### config.mk
export PLATFORM = sky130hd
export DESIGN_NAME = luhn_card_number_classifier
export DESIGN_NICKNAME = d
export VERILOG_FILES = /design/src/design/luhn_pkg.sv /design/src/design/luhn_card_number_classifier.sv
export SDC_FILE = /design/constraint.sdc
export NUM_CORES = 1
export LEC_CHECK = 0
export ABC_AREA = 1
export BUFFER_PORTS_ARGS = -buffer_cell sky130_fd_sc_hd__buf_2
export CELL_PAD_IN_SITES_DETAIL_PLACEMENT = 0
export CELL_PAD_IN_SITES_GLOBAL_PLACEMENT = 1
export CORE_ASPECT_RATIO = 1.25
export CORE_MARGIN = 2
export CORE_UTILIZATION = 45
export DETAILED_ROUTE_END_ITERATION = 7
export GPL_ROUTABILITY_DRIVEN = 0
export HOLD_SLACK_MARGIN = 0.03
export PLACE_DENSITY = 0.8
export SETUP_SLACK_MARGIN = 0.4
export SKIP_CTS_REPAIR_TIMING = 1
export SYNTH_ARGS = -nofsm -noshare
export SYNTH_HDL_FRONTEND = slang
export SYNTH_SLANG_ARGS = --single-unit
### constraint.sdc
create_clock -name clk -period 5.53 [get_ports clk]
set_clock_uncertainty 0.15 [all_clocks]
set_input_delay 0.2765 -clock clk [delete_from_list [all_inputs] [get_ports clk]]
set_output_delay 0.2765 -clock clk [all_outputs]
set_load 0.05 [all_outputs]
### src/design/luhn_pkg.sv
package luhn_pkg;

	localparam int unsigned NumWidth   = 63;
	localparam int unsigned BcdDigits  = 20;
	localparam int unsigned BcdWidth   = 4 * BcdDigits;
	localparam int unsigned CntWidth   = 6;
	localparam int unsigned StepWidth  = 2;

	// microcode loop lengths (counter runs init..0)
	localparam logic [CntWidth-1:0] DabbleInit = CntWidth'(NumWidth - 1);
	localparam logic [CntWidth-1:0] ScanInit   = CntWidth'(BcdDigits / 2 - 1);

	localparam logic [4:0] LenShortA = 5'd13;
	localparam logic [4:0] LenB      = 5'd15;
	localparam logic [4:0] LenLong   = 5'd16;

	localparam logic [3:0] DigitFour  = 4'd4;
	localparam logic [3:0] DigitThree = 4'd3;
	localparam logic [3:0] DigitSeven = 4'd7;
	localparam logic [3:0] DigitFive  = 4'd5;
	localparam logic [3:0] DigitOne   = 4'd1;

	typedef enum logic [1:0] {
		TYPE_INVALID = 2'd0,
		TYPE_B       = 2'd1,
		TYPE_C       = 2'd2,
		TYPE_A       = 2'd3
	} card_type_t;

	typedef enum logic [2:0] {
		OP_LOAD,
		OP_DABBLE,
		OP_SCAN,
		OP_EMIT
	} op_t;

	typedef enum logic [1:0] {
		C_NO_REQ,
		C_CNT_NZ,
		C_OUT_FULL
	} cond_t;

	typedef struct packed {
		op_t                 op;
		cond_t               cond;
		logic [StepWidth-1:0] target;
		logic                load_cnt;
		logic [CntWidth-1:0]  cnt_init;
	} uword_t;

	localparam logic [StepWidth-1:0] StepLoad   = 2'd0;
	localparam logic [StepWidth-1:0] StepDabble = 2'd1;
	localparam logic [StepWidth-1:0] StepScan   = 2'd2;
	localparam logic [StepWidth-1:0] StepEmit   = 2'd3;

	// control store: jump to target while cond holds, else fall through
	// (the last step wraps to the first); cnt loads on fall through where load_cnt is set
	function automatic uword_t ucode(input logic [StepWidth-1:0] step);
		uword_t w;
		unique case (step)
			StepLoad:   w = '{OP_LOAD,   C_NO_REQ,   StepLoad,   1'b1, DabbleInit};
			StepDabble: w = '{OP_DABBLE, C_CNT_NZ,   StepDabble, 1'b1, ScanInit};
			StepScan:   w = '{OP_SCAN,   C_CNT_NZ,   StepScan,   1'b0, '0};
			StepEmit:   w = '{OP_EMIT,   C_OUT_FULL, StepEmit,   1'b0, '0};
			default:    w = '{OP_LOAD,   C_NO_REQ,   StepLoad,   1'b1, DabbleInit};
		endcase
		return w;
	endfunction

endpackage

### src/design/luhn_card_number_classifier.sv
// Luhn card number classifier.
// Request channel: card_valid / card_ready carry a 63-bit binary card number.
// Result channel: result_valid / result_ready carry card_type, digit_count
// and checksum_ok, one result per request.
// A four-step microprogram drives the datapath: a load step, 63 iterations
// of a double-dabble step that turns the number into 20 BCD digits, 10 scan
// iterations that consume two digits each (Luhn sum mod 10, digit count,
// leading digits), and an emit step that writes the output register.
// Requests are taken one at a time: card_ready is high only in the load step,
// so the bit-serial BCD loop and the two-digit scan loop of one request
// finish before the next request is accepted.
// The output register holds a result until it is taken; meanwhile the next
// request is accepted and converted, and the emit step waits for the output
// register to free up if the receiver stalls.
// Reset (arst_n low) returns the sequencer to the load step and drops
// result_valid.
module luhn_card_number_classifier
	import luhn_pkg::*;
(
	input  logic                clk,
	input  logic                arst_n,
	input  logic                card_valid,
	output logic                card_ready,
	input  logic [NumWidth-1:0] card_number,
	output logic                result_valid,
	input  logic                result_ready,
	output logic [1:0]          card_type,
	output logic [4:0]          digit_count,
	output logic                checksum_ok
);

	logic [StepWidth-1:0] step_q, step_d;
	logic [CntWidth-1:0]  cnt_q;
	uword_t               uw;
	logic                 take;

	logic [NumWidth-1:0]  bin_q;
	logic [BcdWidth-1:0]  bcd_q;
	logic [BcdWidth-1:0]  bcd_adj;

	logic [3:0] sum_q;
	logic [4:0] count_q;
	logic [3:0] top_q, second_q, prev_d1_q;
	logic [3:0] pidx_q;

	logic [3:0] d0, d1, dbl;
	logic [4:0] acc, acc_mod;
	logic [1:0] kind;

	logic       result_valid_q;
	logic [1:0] card_type_q;
	logic [4:0] digit_count_q;
	logic       checksum_ok_q;

	assign uw = ucode(step_q);

	always_comb begin
		unique case (uw.cond)
			C_NO_REQ:   take = !card_valid;
			C_CNT_NZ:   take = (cnt_q != '0);
			C_OUT_FULL: take = result_valid_q && !result_ready;
			default:    take = 1'b0;
		endcase
		step_d = take ? uw.target : step_q + StepWidth'(1);
	end

	assign card_ready = (uw.op == OP_LOAD);

	// double dabble: add 3 to every digit of 5 or more before the shift
	always_comb begin
		for (int i = 0; i < BcdDigits; i++) begin
			bcd_adj[i*4 +: 4] = (bcd_q[i*4 +: 4] >= 4'd5) ? bcd_q[i*4 +: 4] + 4'd3
			                                              : bcd_q[i*4 +: 4];
		end
	end

	// scan datapath: d0 at even position, d1 at odd position (doubled)
	always_comb begin
		d0      = bcd_q[3:0];
		d1      = bcd_q[7:4];
		dbl     = (d1 < 4'd5) ? {d1[2:0], 1'b0} : 4'({d1, 1'b0} - 5'd9);
		acc     = 5'(sum_q) + 5'(d0) + 5'(dbl);
		if (acc >= 5'd20)
			acc_mod = acc - 5'd20;
		else if (acc >= 5'd10)
			acc_mod = acc - 5'd10;
		else
			acc_mod = acc;
	end

	always_comb begin
		kind = TYPE_INVALID;
		if (sum_q == 4'd0) begin
			if (count_q == LenShortA) begin
				if (top_q == DigitFour)
					kind = TYPE_A;
			end else if (count_q == LenB) begin
				if (top_q == DigitThree && (second_q == DigitFour || second_q == DigitSeven))
					kind = TYPE_B;
			end else if (count_q == LenLong) begin
				if (top_q == DigitFour)
					kind = TYPE_A;
				else if (top_q == DigitFive && second_q >= DigitOne && second_q <= DigitFive)
					kind = TYPE_C;
			end
		end
	end

	always_ff @(posedge clk or negedge arst_n) begin
		if (!arst_n) begin
			step_q         <= StepLoad;
			cnt_q          <= '0;
			result_valid_q <= 1'b0;
		end else begin
			step_q <= step_d;
			if (!take && uw.load_cnt)
				cnt_q <= uw.cnt_init;
			else if (take && uw.cond == C_CNT_NZ)
				cnt_q <= cnt_q - CntWidth'(1);
			if (uw.op == OP_EMIT && !take)
				result_valid_q <= 1'b1;
			else if (result_ready)
				result_valid_q <= 1'b0;
		end
	end

	always_ff @(posedge clk) begin
		unique case (uw.op)
			OP_LOAD: begin
				if (card_valid) begin
					bin_q     <= card_number;
					bcd_q     <= '0;
					sum_q     <= '0;
					count_q   <= '0;
					top_q     <= '0;
					second_q  <= '0;
					prev_d1_q <= '0;
					pidx_q    <= '0;
				end
			end
			OP_DABBLE: begin
				{bcd_q, bin_q} <= {bcd_adj[BcdWidth-2:0], bin_q, 1'b0};
			end
			OP_SCAN: begin
				sum_q <= acc_mod[3:0];
				if (d1 != 4'd0) begin
					count_q  <= {pidx_q, 1'b0} + 5'd2;
					top_q    <= d1;
					second_q <= d0;
				end else if (d0 != 4'd0) begin
					count_q  <= {pidx_q, 1'b0} + 5'd1;
					top_q    <= d0;
					second_q <= prev_d1_q;
				end
				prev_d1_q <= d1;
				pidx_q    <= pidx_q + 4'd1;
				bcd_q     <= {8'd0, bcd_q[BcdWidth-1:8]};
			end
			OP_EMIT: begin
				if (!take) begin
					card_type_q   <= kind;
					digit_count_q <= count_q;
					checksum_ok_q <= (sum_q == 4'd0);
				end
			end
			default: ;
		endcase
	end

	assign result_valid = result_valid_q;
	assign card_type    = card_type_q;
	assign digit_count  = digit_count_q;
	assign checksum_ok  = checksum_ok_q;

endmodule
# [Word-level counts from Yosys, hierarchy flattened]
# Cells that the tools add are included.
[word_totals] regBits=185 input_bits=67 elab_cells=171
[classes] mux=55 bitwise=1 add_sub_neg=30 n_reduce_logical=28 n_eq_ne=18 n_lt_le_gt_ge=25
[ops] op="$pmux W80 S3" n=1
[ops] op="$pmux W63 S2" n=1
[ops] op="$mux W4" n=27
[ops] op="$ge A4 B3 Y1 const B" n=20
[ops] op="$mux W80" n=1
[ops] op="$add A4 B2 Y4 const B" n=19
[ops] op="$mux W63" n=1
[ops] op="$pmux W14 S4" n=1
[ops] op="$pmux W4 S2" n=5
[ops] op="$eq A4 B3 Y1 const B" n=4
[ops] op="$mux W5" n=3
[ops] op="$mux W2" n=7
[ops] op="$mux W6" n=2
[ops] op="$eq A5 B4 Y1 const B" n=2
[ops] op="$pmux W5 S2" n=1
[ops] op="$reduce_and A2 Y1" n=4
[ops] op="$reduce_bool A2 Y1" n=4
[ops] op="$reduce_bool A4 Y1" n=2
[ops] op="$sub A4 B4 Y4 const B" n=2
[ops] op="$logic_and A1 B1 Y1" n=7
[ops] op="$eq A2 B2 Y1 const B" n=3
[ops] op="$eq A3 B2 Y1 const B" n=2
[ops] op="$reduce_bool A6 Y1" n=1
[ops] op="$sub A6 B1 Y6 const B" n=1
[ops] op="30 further kinds" n=36

# [Longest topological paths before layout]
# Gate-level depths: netlist of the first run.
[depth] word_depth=8 depth_mapped=23 ltp_nobuf=23

# [Worst setup path after synthesis of the first run]
# Ideal clock, no wire load.
[synth_path] path_kind="reg-to-reg" start="reg step_q[0]" end="reg bcd_q[0] (enable)" arrival_ps=4545 slack_ps=315 t_required_ps=4860 period_less_slack_ps=5215 path_stages_with_launch=7 path_cell_list="dfrtp_1 > inv_1 > ha_1 > inv_2 > or2_1 > inv_1 > nor2_1"
[synth_via] elab_chain_len=5
[synth_lines] item="from (decl)" line="luhn_card_number_classifier.sv:32" source="logic [StepWidth-1:0] step_q, step_d;"
[synth_lines] item="from (signal assigned)" line="luhn_card_number_classifier.sv:111" source="step_q <= StepLoad;"
[synth_lines] item="from (signal assigned)" line="luhn_card_number_classifier.sv:115" source="step_q <= step_d;"
[synth_lines] item="$eq A2 B2 Y1, or another cell as far along" line="luhn_pkg.sv:60" source="unique case (step)"
[synth_lines] item="$pmux W14 S4 *" line="luhn_pkg.sv:60"
[synth_lines] item="$logic_not A3 Y1 *"
[synth_lines] item="via card_ready" line="luhn_card_number_classifier.sv:23" source="output logic card_ready,"
[synth_lines] item="$ne A2 B2 Y1 (no source line) / $reduce_bool A3 Y1 (equally long branches)"
[synth_lines] item="$reduce_and A2 Y1 (no source line) *"
[synth_lines] item="to (signal assigned)" line="luhn_card_number_classifier.sv:142" source="{bcd_q, bin_q} <= {bcd_adj[BcdWidth-2:0], bin_q, 1'b0};"
[synth_lines] item="to (signal assigned)" line="luhn_card_number_classifier.sv:157" source="bcd_q <= {8'd0, bcd_q[BcdWidth-1:8]};"
[synth_lines] item="to (decl)" line="luhn_card_number_classifier.sv:38" source="logic [BcdWidth-1:0] bcd_q;"
# Mark *: on every way through the listed nets, which the timed path passes. The rest lies on a longest branch. The select of a mux whose other input is x is not followed.
# A chain may end at the register's enable or synchronous reset.

# [Worst setup path in the final report of the first run]
[layout_path] start="reg bcd_q[4]" end="reg sum_q[2] (data pin)"
[layout_via] elab_chain_len=7
[layout_lines] item="$sub A4 B4 Y4 / $lt A4 B3 Y1 (equally long branches)" line="luhn_card_number_classifier.sv:81" source="dbl = (d1 < 4'd5) ? {d1[2:0], 1'b0} : 4'({d1, 1'b0} - 5'd9);"
[layout_lines] item="$mux W4 *" line="luhn_card_number_classifier.sv:81"
[layout_lines] item="$add A5 B4 Y5 *" line="luhn_card_number_classifier.sv:82" source="acc = 5'(sum_q) + 5'(d0) + 5'(dbl);"
[layout_lines] item="$sub A4 B4 Y4 / $ge A5 B4 Y1 (equally long branches)" line="luhn_card_number_classifier.sv:86, luhn_card_number_classifier.sv:85"
[layout_lines] item="$mux W4" line="luhn_card_number_classifier.sv:85" source="else if (acc >= 5'd10)"
[layout_lines] item="$mux W4 *" line="luhn_card_number_classifier.sv:83" source="if (acc >= 5'd20)"
[layout_lines] item="$pmux W4 S2 *" line="luhn_card_number_classifier.sv:128" source="unique case (uw.op)"
[layout_lines] item="to (signal assigned)" line="luhn_card_number_classifier.sv:145" source="sum_q <= acc_mod[3:0];"
[layout_lines] item="to (decl)" line="luhn_card_number_classifier.sv:41" source="logic [3:0] sum_q;"
# Mark *: on every way between the ends. The rest lies on a longest branch, timed or not.

==> results of run 1 <==
==> final cells by class <==
type / count / share of cell area (%)
antenna: 1 / 0.02055
clock buffer: 17 / 3.494
clock inverter: 15 / 1.562
inverter: 178 / 5.488
multi-input combinational: 715 / 32.24
sequential: 185 / 45.26
tap: 283 / 2.909
timing repair buffer: 150 / 9.024
==> sequential cells by signal, summed over array words and instances (netlist names) <==
register and cells:
second_q 4, card_type 2, bcd_q 80, prev_d1_q 4, result_valid 1, sum_q 4, step_q 2, pidx_q 4
top_q 4, bin_q 63, checksum_ok 1, digit_count 5, count_q 5, cnt_q 6
==> cells by family after synthesis <==
| family | Yosys count |
|---|---|
| buffers and inverters | 210 |
| AOI/OAI and AO/OA | 205 |
| DFF | 185 |
| adders and majority gates | 59 |
| and+or+nand+nor | 431 |
| xor gates and xnor gates | 20 |
==> report_power, final <==
part,switching (W),internal [W],total (W)
registers,0.000354,0.00255,0.00290
logic,0.00256,0.00123,0.00379
clock network,0.000631,0.000620,0.00125
total,0.00355,0.00440,0.00794
==> path summary, 6_finish.rpt <==
check / depth (start not counted) / slack [ps] / end
max in group asynchronous: 2 / 4950 / cnt_q[3]$_DFFE_PN0P_
setup / recovery: 17 / 1650 / sum_q[2]$_SDFFCE_PN0P_
hold reg to reg: 0 / 310 / digit_count[0]$_DFFE_PP_
setup reg to reg: 17 / 1650 / sum_q[2]$_SDFFCE_PN0P_
hold / removal: 2 / 90 / step_q[1]$_DFF_PN0_
min in group clk: 0 / 310 / digit_count[0]$_DFFE_PP_
==> cells in the final DEF, fill, tap and decap left out, types with 3 or more instances in the layout <==
cell           instances
nand2_1              291
ha_1                  54
clkinv_8               6
xor2_1                19
buf_4                  9
inv_8                  3
inv_1                174
a21oi_1               34
dlygate4sd3_1         65
o211ai_1               5
nor2_1                95
nand3_1               16
o32ai_1               26
clkbuf_16             17
o21ai_0               94
inv_2                  4
dfrtp_1                9
nand2_2                5
nand4_1                4
a211oi_1               3
nor3_1                 3
o22ai_1               38
edfxtp_1             176
buf_2                 76
nor4_1                 4
fa_1                   4
inv_6                  4
==> critical path, delay by kind of cell (launching register included) <==
| kind | cells | cell delay, ps |
|---|---|---|
| adder cells (fa/ha/maj) | 5 | 1710 |
| AND/OR/NAND/NOR | 6 | 800 |
| XOR/XNOR | 1 | 160 |
| buffers and inverters | 5 | 380 |
| flip-flops | 1 | 460 |
==> layer usage <==
metal	track usage, %	wire length, µm	share of wire, %	vias up
li1	-	-	-	3980
met1	22.54	9623	43	3694
met2	31.83	11630	52	127
met3	2.742	641	2.9	23
met4	5.534	288	1.3	0
met5	0	0	0	-
==> through the flow <==
stage	setup WS, ps	area [µm²]	total power, W	cells
4_1_cts	1625	11520	0.007967	1478
2_1_floorplan	607.8	10220	0.005775	1110
3_3_place_gp	1814	10910	0.006587	1446
5_1_grt	1352	12170	0.008687	1543
3_5_place_dp	1642	10910	0.006690	1446
6_report	1650	12170	0.007943	1544
==> flow_summary.json, run 1 <==
{
  "setup.worst_path.class": "flip-flop to flip-flop",
  "placementRows": 61,
  "clock_path_buffers": 2,
  "yosysWarnings": 0,
  "synth.area.top_cells": "edfxtp_1 (52%), nand2_1 (11%), ha_1 (6.7%)",
  "cts_tree": "done",
  "wl_per_cell_um": 14.37,
  "dr.pass1.iters": 5,
  "worst_path_max_delay_cell": "fa_1",
  "start_util_pct": 45.83,
  "synth_cell_types": 35,
  "overflow": 0,
  "ys_seq_area_share_pct": 53.95,
  "synth_most_common_cell": "nand2_1",
  "dr_total_vias": 7824,
  "synth.mux.area_fraction_pct": 0,
  "fill_cells": 1986,
  "synth_common_cells": "nand2_1 (292), edfxtp_1 (176), inv_1 (174), nor2_1 (96), o21ai_0 (94)",
  "viasPerCell": 5.067,
  "synth_nets": 1236,
  "layout-drive-gt1-share_pct": 11.03,
  "cts_sinks": 185,
  "syn_to_final_growth_pct": 19.20,
  "hpwl_mm": 14.48,
  "ys_async_sr_fraction_pct": 4.865,
  "r2r-start": "bcd_q[4]$_DFFE_PP_",
  "drcViolationCount": 0,
  "status": "finished clean",
  "die_h_um": 172.4,
  "io_pins": 77,
  "worstSkewPairLatency_ps": 430,
  "cts_buffers": 17,
  "netlist_area_um2": 10210,
  "synth_seq_cells": 185,
  "core_um2": 22290,
  "period_share_pct": 70.17,
  "grt_pass1_wl_mm": 34.60,
  "track_usage_pct": 17.85,
  "hold_viol_final": 0,
  "p_leak_nw": 5.406,
  "cap_violations": 0,
  "nNetsFinal": 1373,
  "synth_edf_count": 176,
  "first_global_vias": 7149,
  "slew_headroom_pct": 30.43,
  "path_clk_slew_ps": 80,
  "wirelength_mm": 22.18,
  "antenna_found_initial": 0,
  "synth-main-ff-cell": "edfxtp_1",
  "rsz0062_at_grt": "false",
  "fin_setup_tns_ps": 0,
  "utilization_pct": 54.63,
  "syn_avg_cell_area_um2": 9.201,
  "synth_top_area_share_pct": 51.75,
  "cts.htree.levels": 4,
  "timing.fmax_mhz": 257.7,
  "synth_compound_area_share_pct": 11.76,
  "final_max_slew_viol_count": 0,
  "multi_input_area_um2": 3925,
  "route.antenna.remaining_nets": 0,
  "tightestPinTransition_ps": 1042,
  "yosys.area_share.simple_pct": 17.20,
  "crit_arrival_ps": 3930,
  "whs_ps": 89.83,
  "grt_max_degree": 73,
  "required_ps": 5580,
  "yosys.area.top_type": "edfxtp_1",
  "crit_chain": "inv_1 -> ha_1 -> inv_1 -> nand2_1 -> nand2_2 -> xor2_1 -> fa_1 -> inv_1 -> ha_1 -> fa_1 -> inv_1 -> ha_1 -> or2_2 -> nand4_1 -> nand3_1 -> nand2_1 -> inv_1",
  "crit_path_start_kind": "flip-flop",
  "die_w_um": 138.8,
  "cp-end-kind": "flip-flop",
  "drtIter0Drc": 528,
  "fin_crit_ps": 3880,
  "crit_start": "bcd_q[4]$_DFFE_PP_",
  "cp_common_cell": "inv_1",
  "postSynthCellCount": 1110,
  "synth_top_family_by_area": "simple AND/OR/NAND/NOR gates",
  "cpPeakStageDelay_ps": 560,
  "clock-root-buffer": "clkbuf_16",
  "io_buffers": 76,
  "synth_xor_area_share_pct": 1.715,
  "dieArea_um2": 23930,
  "finalSetupViolations": 0,
  "crit_fanout": 6,
  "min_path_type": "input port to async pin",
  "powerDensity_nw_per_um2": 652.5,
  "synth-adder-area-share_pct": 7.522,
  "ir_drop_mv": 0.8286,
  "seqCellArea_um2": 5510
}
(Power assumes the default switching activity.)
==> run 2: changes to the inputs <==
Settings changed: CORE_UTILIZATION 45 to 42, PLACE_DENSITY 0.8 to 0.79.
Clock period 5.53 ns to 3.3 ns, I/O delays scaled along.
==> run 2 against run 1 <==
The flow now finishes with violations (setup timing). Register-to-register slack got worse by 1700 ps. Highest routed layer unchanged. First-iteration DRC count decreased by 9.7%. Critical path type unchanged. Cell count increased by 4.1%. Power increased by 78%. Cell area increased by 2.9%. Setup slack got worse by 1700 ps. Wire length decreased by 0.81%. Clock power increased by 70%. Combinational power increased by 89%.
==> flow_summary.json, run 2 (synthesis gave the netlist of run 1 again) <==
{
  "core_um2": 23810,
  "cts_buffers": 17,
  "combPwrFrac_pct": 50.8,
  "layout_common_cells": "nand2_1 (286), edfxtp_1 (176), inv_1 (169), nor2_1 (95), o21ai_0 (94)",
  "crit_path_start_kind": "flip-flop",
  "design_power_total_w": 0.01412,
  "status": "finished, violations left",
  "io_pins": 77,
  "power.switching_w": 0.006066,
  "ir_drop_mv": 0.7302,
  "start_util_pct": 42.90,
  "drcViolationCount": 0,
  "drtIter0Drc": 477,
  "required_ps": 3340,
  "dieArea_um2": 25590,
  "finalSetupViolations": 3,
  "final_max_slew_viol_count": 0,
  "die_w_um": 143.5,
  "setup_ws_ps": -95.69,
  "antenna_found_initial": 0,
  "period_share_pct": 102.9,
  "clock-root-buffer": "clkbuf_16",
  "cts_sinks": 185,
  "fin_crit_ps": 3396,
  "timing.fmax_mhz": 294.5,
  "cp_common_cell": "inv_2",
  "cts_tree": "done",
  "pwr-share-seq_pct": 34.2,
  "met3WireLength_um": 457,
  "first_global_vias": 7338,
  "cap_violations": 0,
  "route.antenna.remaining_nets": 0,
  "wirelength_mm": 22.00,
  "p_int_w": 0.008058,
  "clkPwrFrac_pct": 15.0,
  "nNetsFinal": 1396,
  "crit_chain": "inv_2 -> ha_4 -> inv_2 -> nand2_4 -> nand2_4 -> xor2_2 -> fa_1 -> inv_1 -> ha_2 -> fa_1 -> inv_2 -> ha_4 -> or2_4 -> nand3_4 -> nand3_1 -> nand2_1 -> nor2_1",
  "track_usage_pct": 17.10,
  "clock_path_buffers": 2,
  "grt_max_degree": 81,
  "layout-drive-gt1-share_pct": 13.88,
  "fill_cells": 2223,
  "hpwl_mm": 14.24,
  "cp-end-kind": "flip-flop",
  "final_common_cell": "nand2_1",
  "route.met2.wl_mm": 11.75,
  "largest_register_ffs": 80,
  "dr.pass1.iters": 7,
  "setup.worst_path.class": "flip-flop to flip-flop",
  "slew_headroom_pct": 56.49,
  "viasPerCell": 4.871,
  "met1_length_mm": 9.477,
  "utilization_pct": 52.61,
  "syn_to_final_growth_pct": 22.61,
  "cts.htree.levels": 4,
  "overflow": 0,
  "dr_total_vias": 7828,
  "top_layer_used": "met4",
  "worstSkewPairLatency_ps": 440,
  "worst_path_max_delay_cell": "fa_1",
  "cpPeakStageDelay_ps": 540,
  "wl_per_cell_um": 13.69,
  "crit_fanout": 5,
  "top_regs": "bcd_q x80, bin_q x63, cnt_q x6",
  "top_register": "bcd_q",
  "rsz0062_at_grt": "true",
  "tightestPinTransition_ps": 652.6,
  "diodes": 0,
  "crit_arrival_ps": 3440,
  "min_path_type": "input port to flip-flop",
  "powerDensity_nw_per_um2": 1128,
  "die_h_um": 178.4,
  "placementRows": 63,
  "path_clk_slew_ps": 70,
  "violations": "setup timing",
  "grt_pass1_wl_mm": 34.90,
  "hold_viol_final": 0,
  "swShare_pct": 42.95,
  "io_buffers": 76,
  "p_leak_nw": 5.536
}
## run 2: per-stage QoR
| stage | hold WS [ps] | instance area (µm²) | TNS [ps] | std cells | setup WS, ps |
|---|---|---|---|---|---|
| global route | 236.3 | 12520 | -756.1 | 1607 | -276.6 |
| finish | 180.1 | 12520 | -236.7 | 1607 | -95.69 |
| detailed placement | -115.8 | 11170 | -470.0 | 1505 | -188.5 |
| floorplan | -280.6 | 10280 | -175.1 | 1110 | -70.98 |
| CTS | -587.1 | 11760 | -499.9 | 1536 | -199.2 |
| global placement | -115.8 | 11170 | -135.7 | 1505 | -58.86 |
## run 2: power by group through the flow
stage	clock network (W)	registers (W)	logic, W
6_report	0.00212	0.00484	0.00717
5_1_grt	0.00225	0.00499	0.00826
4_1_cts	0.00216	0.00484	0.00686
3_5_place_dp	0	0.00488	0.00681
3_3_place_gp	0	0.00486	0.00670
2_1_floorplan	0	0.00483	0.00496
## run 2: layout make-up
cell class                 count  area, µm²  area share (%)
clock buffer                  18      429.2           3.427
clock inverter                13      163.9           1.309
inverter                     178      668.1           5.335
multi-input combinational    715       4034           32.21
sequential                   185       5510           44.00
tap                          325      406.6           3.247
timing repair buffer         173       1311           10.47
## run 2: path summary, 6_finish.rpt
path | from | endpoint | slack [ps] | depth (start not counted)
setup / recovery | bcd_q[5]$_DFFE_PP_ | sum_q[1]$_SDFFCE_PN0P_ | -100 | 17
hold / removal | card_valid | step_q[1]$_DFF_PN0_ | 180 | 7
setup reg to reg | bcd_q[5]$_DFFE_PP_ | sum_q[1]$_SDFFCE_PN0P_ | -100 | 17
hold reg to reg | count_q[2]$_SDFFCE_PN0P_ | digit_count[2]$_DFFE_PP_ | 300 | 0
max in group asynchronous | arst_n | step_q[0]$_DFF_PN0_ | 2110 | 3
min in group asynchronous | arst_n | cnt_q[4]$_DFFE_PN0P_ | 580 | 3
## run 2: per-layer routing
layer	up-vias	track usage, %
li1	4020	-
met1	3687	20.65
met2	98	30.97
met3	23	2.819
met4	0	5.433
met5	-	0
## run 2: worst max-delay path: cells and delay by family (launching register included)
family | cells | cell delay, ps
xor gates and xnor gates | 1 | 150
and+or+nand+nor | 7 | 670
buffers and inverters | 4 | 280
DFF | 1 | 420
adders and majority gates | 5 | 1500
==> run 3: changes to the inputs <==
Settings changed: ABC_AREA 1 to 0, CORE_UTILIZATION 42 to 44.
==> run 3 against run 2 <==
The flow still finishes with violations (setup timing). Non-clock buffer count grew 7. Synthesized area down 1.2%. Cell area shrank 0.94%. Die area shrank 5.6%. Sequential cell count did not move. Utilization increased by 2.9 points. Critical path type unchanged.
==> flow_summary.json, run 3 <==
{
  "yosysWarnings": 0,
  "viasPerCell": 5.157,
  "start_util_pct": 45.11,
  "synth_edf_count": 176,
  "required_ps": 3330,
  "ys_async_sr_fraction_pct": 4.865,
  "antenna_found_initial": 0,
  "period_share_pct": 112.7,
  "setup_ws_ps": -420.1,
  "wirelength_mm": 20.08,
  "cts_buffers": 17,
  "min_to": "step_q[1]$_DFF_PN0_",
  "timing.fmax_mhz": 268.8,
  "place_inst": 1240,
  "route.antenna.remaining_nets": 0,
  "syn_to_final_growth_pct": 22.98,
  "path_clk_slew_ps": 80,
  "core_um2": 22360,
  "clock-root-buffer": "clkbuf_16",
  "crit_family": "adder cells",
  "dr.pass1.iters": 4,
  "synth_top_area_share_pct": 52.39,
  "cts_tree": "done",
  "final_max_slew_viol_count": 0,
  "io_buffers": 76,
  "overflow": 0,
  "dp_slack_ps": -579.4,
  "ys_seq_area_share_pct": 54.63,
  "wl_per_cell_um": 14.98,
  "r2r_end": "sum_q[1]$_SDFFCE_PN0P_",
  "cp-end-kind": "flip-flop",
  "powerDensity_nw_per_um2": 388.9,
  "die_h_um": 173.3,
  "synth_common_cells": "edfxtp_1 (176), nand2_1 (94), o21ai_0 (83), a21oi_1 (71), mux2_2 (63)",
  "placementRows": 61,
  "final_common_cell": "edfxtp_1",
  "finalSetupViolations": 3,
  "min_path_cells": 4,
  "setup.worst_path.class": "flip-flop to flip-flop",
  "first_global_vias": 6776,
  "violations": "setup timing",
  "hold_viol_final": 0,
  "fin_crit_ps": 3720,
  "synth-main-ff-cell": "edfxtp_1",
  "worst_path_max_delay_cell": "fa_1",
  "die_w_um": 139.4,
  "layout_common_cells": "edfxtp_1 (176), nand2_1 (93), o21ai_0 (82), buf_2 (76), a21oi_1 (71)",
  "drtIter0Drc": 308,
  "design_power_total_w": 0.004825,
  "hpwl_mm": 13.32,
  "cts.htree.levels": 4,
  "drcViolationCount": 0,
  "cts_sinks": 185,
  "grt_max_degree": 71,
  "placed_area_um2": 11060,
  "synth_most_common_cell": "edfxtp_1",
  "layout-drive-gt1-share_pct": 22.68,
  "worstSkewPairLatency_ps": 440,
  "crit_arrival_ps": 3750,
  "cap_violations": 0,
  "clock_path_buffers": 2,
  "yosys.area.top_type": "edfxtp_1",
  "netlist_area_um2": 10090,
  "top_regs": "bcd_q x80, bin_q x63, cnt_q x6",
  "nNetsFinal": 1171,
  "crit_chain": "inv_2 -> ha_4 -> nor2b_2 -> or2_4 -> xnor2_2 -> fa_1 -> inv_1 -> ha_2 -> fa_2 -> xor2_2 -> inv_1 -> ha_2 -> o2111a_1 -> o32ai_4 -> o21ai_1 -> mux2i_1",
  "top_register": "bcd_q",
  "r2r_slack_ps": -420,
  "design_area_um2": 12410,
  "synth_nets": 999,
  "postSynthCellCount": 873,
  "slew_headroom_pct": 23.01,
  "p_leak_nw": 4.699,
  "crit_fanout": 4,
  "status": "finished, violations left",
  "dr_total_vias": 6915,
  "ir_drop_mv": 0.3320,
  "rsz0062_at_grt": "true",
  "grt_pass1_wl_mm": 32.78,
  "synth_seq_cells": 185,
  "track_usage_pct": 16.56,
  "r2r-start": "bcd_q[5]$_DFFE_PP_",
  "syn_avg_cell_area_um2": 11.55,
  "worstHoldStart": "card_valid",
  "synth_cell_types": 59,
  "cpPeakStageDelay_ps": 470,
  "largest_register_ffs": 80,
  "stdcell_count": 1341,
  "diodes": 0,
  "crit_path_start_kind": "flip-flop",
  "io_pins": 77,
  "synth.area.top_cells": "edfxtp_1 (52%), mux2_2 (7.0%), ha_1 (6.8%)",
  "dieArea_um2": 24160,
  "timing.critical_path.buf_inv": 3,
  "tightestPinTransition_ps": 1152,
  "min_path_type": "input port to flip-flop",
  "reg2reg_depth": 16
}
[run 3: routing by layer]
metal / GRT usage, % / vias up / wire, µm
met2: 29.41 / 61 / 10850
met3: 2.569 / 22 / 325
met4: 5.177 / 0 / 327
li1: - / 3497 / -
met5: 0 / - / 0
met1: 20.71 / 3335 / 8580
[run 3: cell type report]
class	count	area (µm²)
Clock inverter	15	198.9
Inverter	62	232.7
Tap cell	283	354.1
Sequential cell	185	5510
Clock buffer	17	425.4
Fill cell	1902	9957
Multi-Input combinational cell	599	4345
Timing Repair Buffer	180	1339
[run 3: kinds of logic (layout without fill, tap and decap cells)]
group	after synthesis	count (layout)	synth area share, %
AO/OA/AOI/OAI	205	205	12.12
XOR/XNOR	42	42	3.647
adder cells (fa/ha/maj)	59	59	7.616
buffers and inverters	89	274	3.349
flip-flops	185	185	54.63
multiplexers	65	65	7.231
AND/OR/NAND/NOR	228	228	11.41
[run 3: report_power, final]
part / internal (W) / total [W] / switching (W) / leakage (nW)
sequential: 0.00254 / 0.00254 / 0 / 1.98
clock: 0.00110 / 0.00214 / 0.00104 / 0.299
combinational: 0.000107 / 0.000145 / 0.0000387 / 2.42
[run 3: worst max-delay path by stage]
| stage | start | to | slack, ps | depth (start not counted) |
|---|---|---|---|---|
| after floorplan | bcd_q[4]$_DFFE_PP_ | sum_q[2]$_SDFFCE_PN0P_ | -370 | 17 |
| after global placement | bcd_q[5]$_DFFE_PP_ | sum_q[2]$_SDFFCE_PN0P_ | -400 | 17 |
| after detailed placement | bcd_q[5]$_DFFE_PP_ | sum_q[2]$_SDFFCE_PN0P_ | -580 | 17 |
| after CTS | bcd_q[5]$_DFFE_PP_ | sum_q[2]$_SDFFCE_PN0P_ | -590 | 17 |
| after global routing | bcd_q[5]$_DFFE_PP_ | sum_q[2]$_SDFFCE_PN0P_ | -580 | 16 |
| final | bcd_q[5]$_DFFE_PP_ | sum_q[1]$_SDFFCE_PN0P_ | -420 | 16 |
[run 3: through the flow]
stage	util, %	TNS, ps	hold WS [ps]
2_1_floorplan	-	-1035	-280.6
3_3_place_gp	49.48	-1151	-113.9
3_5_place_dp	49.48	-1668	-118.0
4_1_cts	52.27	-1684	-593.0
5_1_grt	55.47	-1712	193.5
6_report	55.47	-1187	147.9
[run 3: worst reg2reg max path: stages, from the launching register on]
cell and delay (ps):
edfxtp_1 420, inv_2 100, ha_4 140, nor2b_2 40, or2_4 250, xnor2_2 140
fa_1 470, inv_1 40, ha_2 190, fa_2 350, xor2_2 160, inv_1 80
ha_2 180, o2111a_1 160, o32ai_4 310, o21ai_1 150, mux2i_1 140
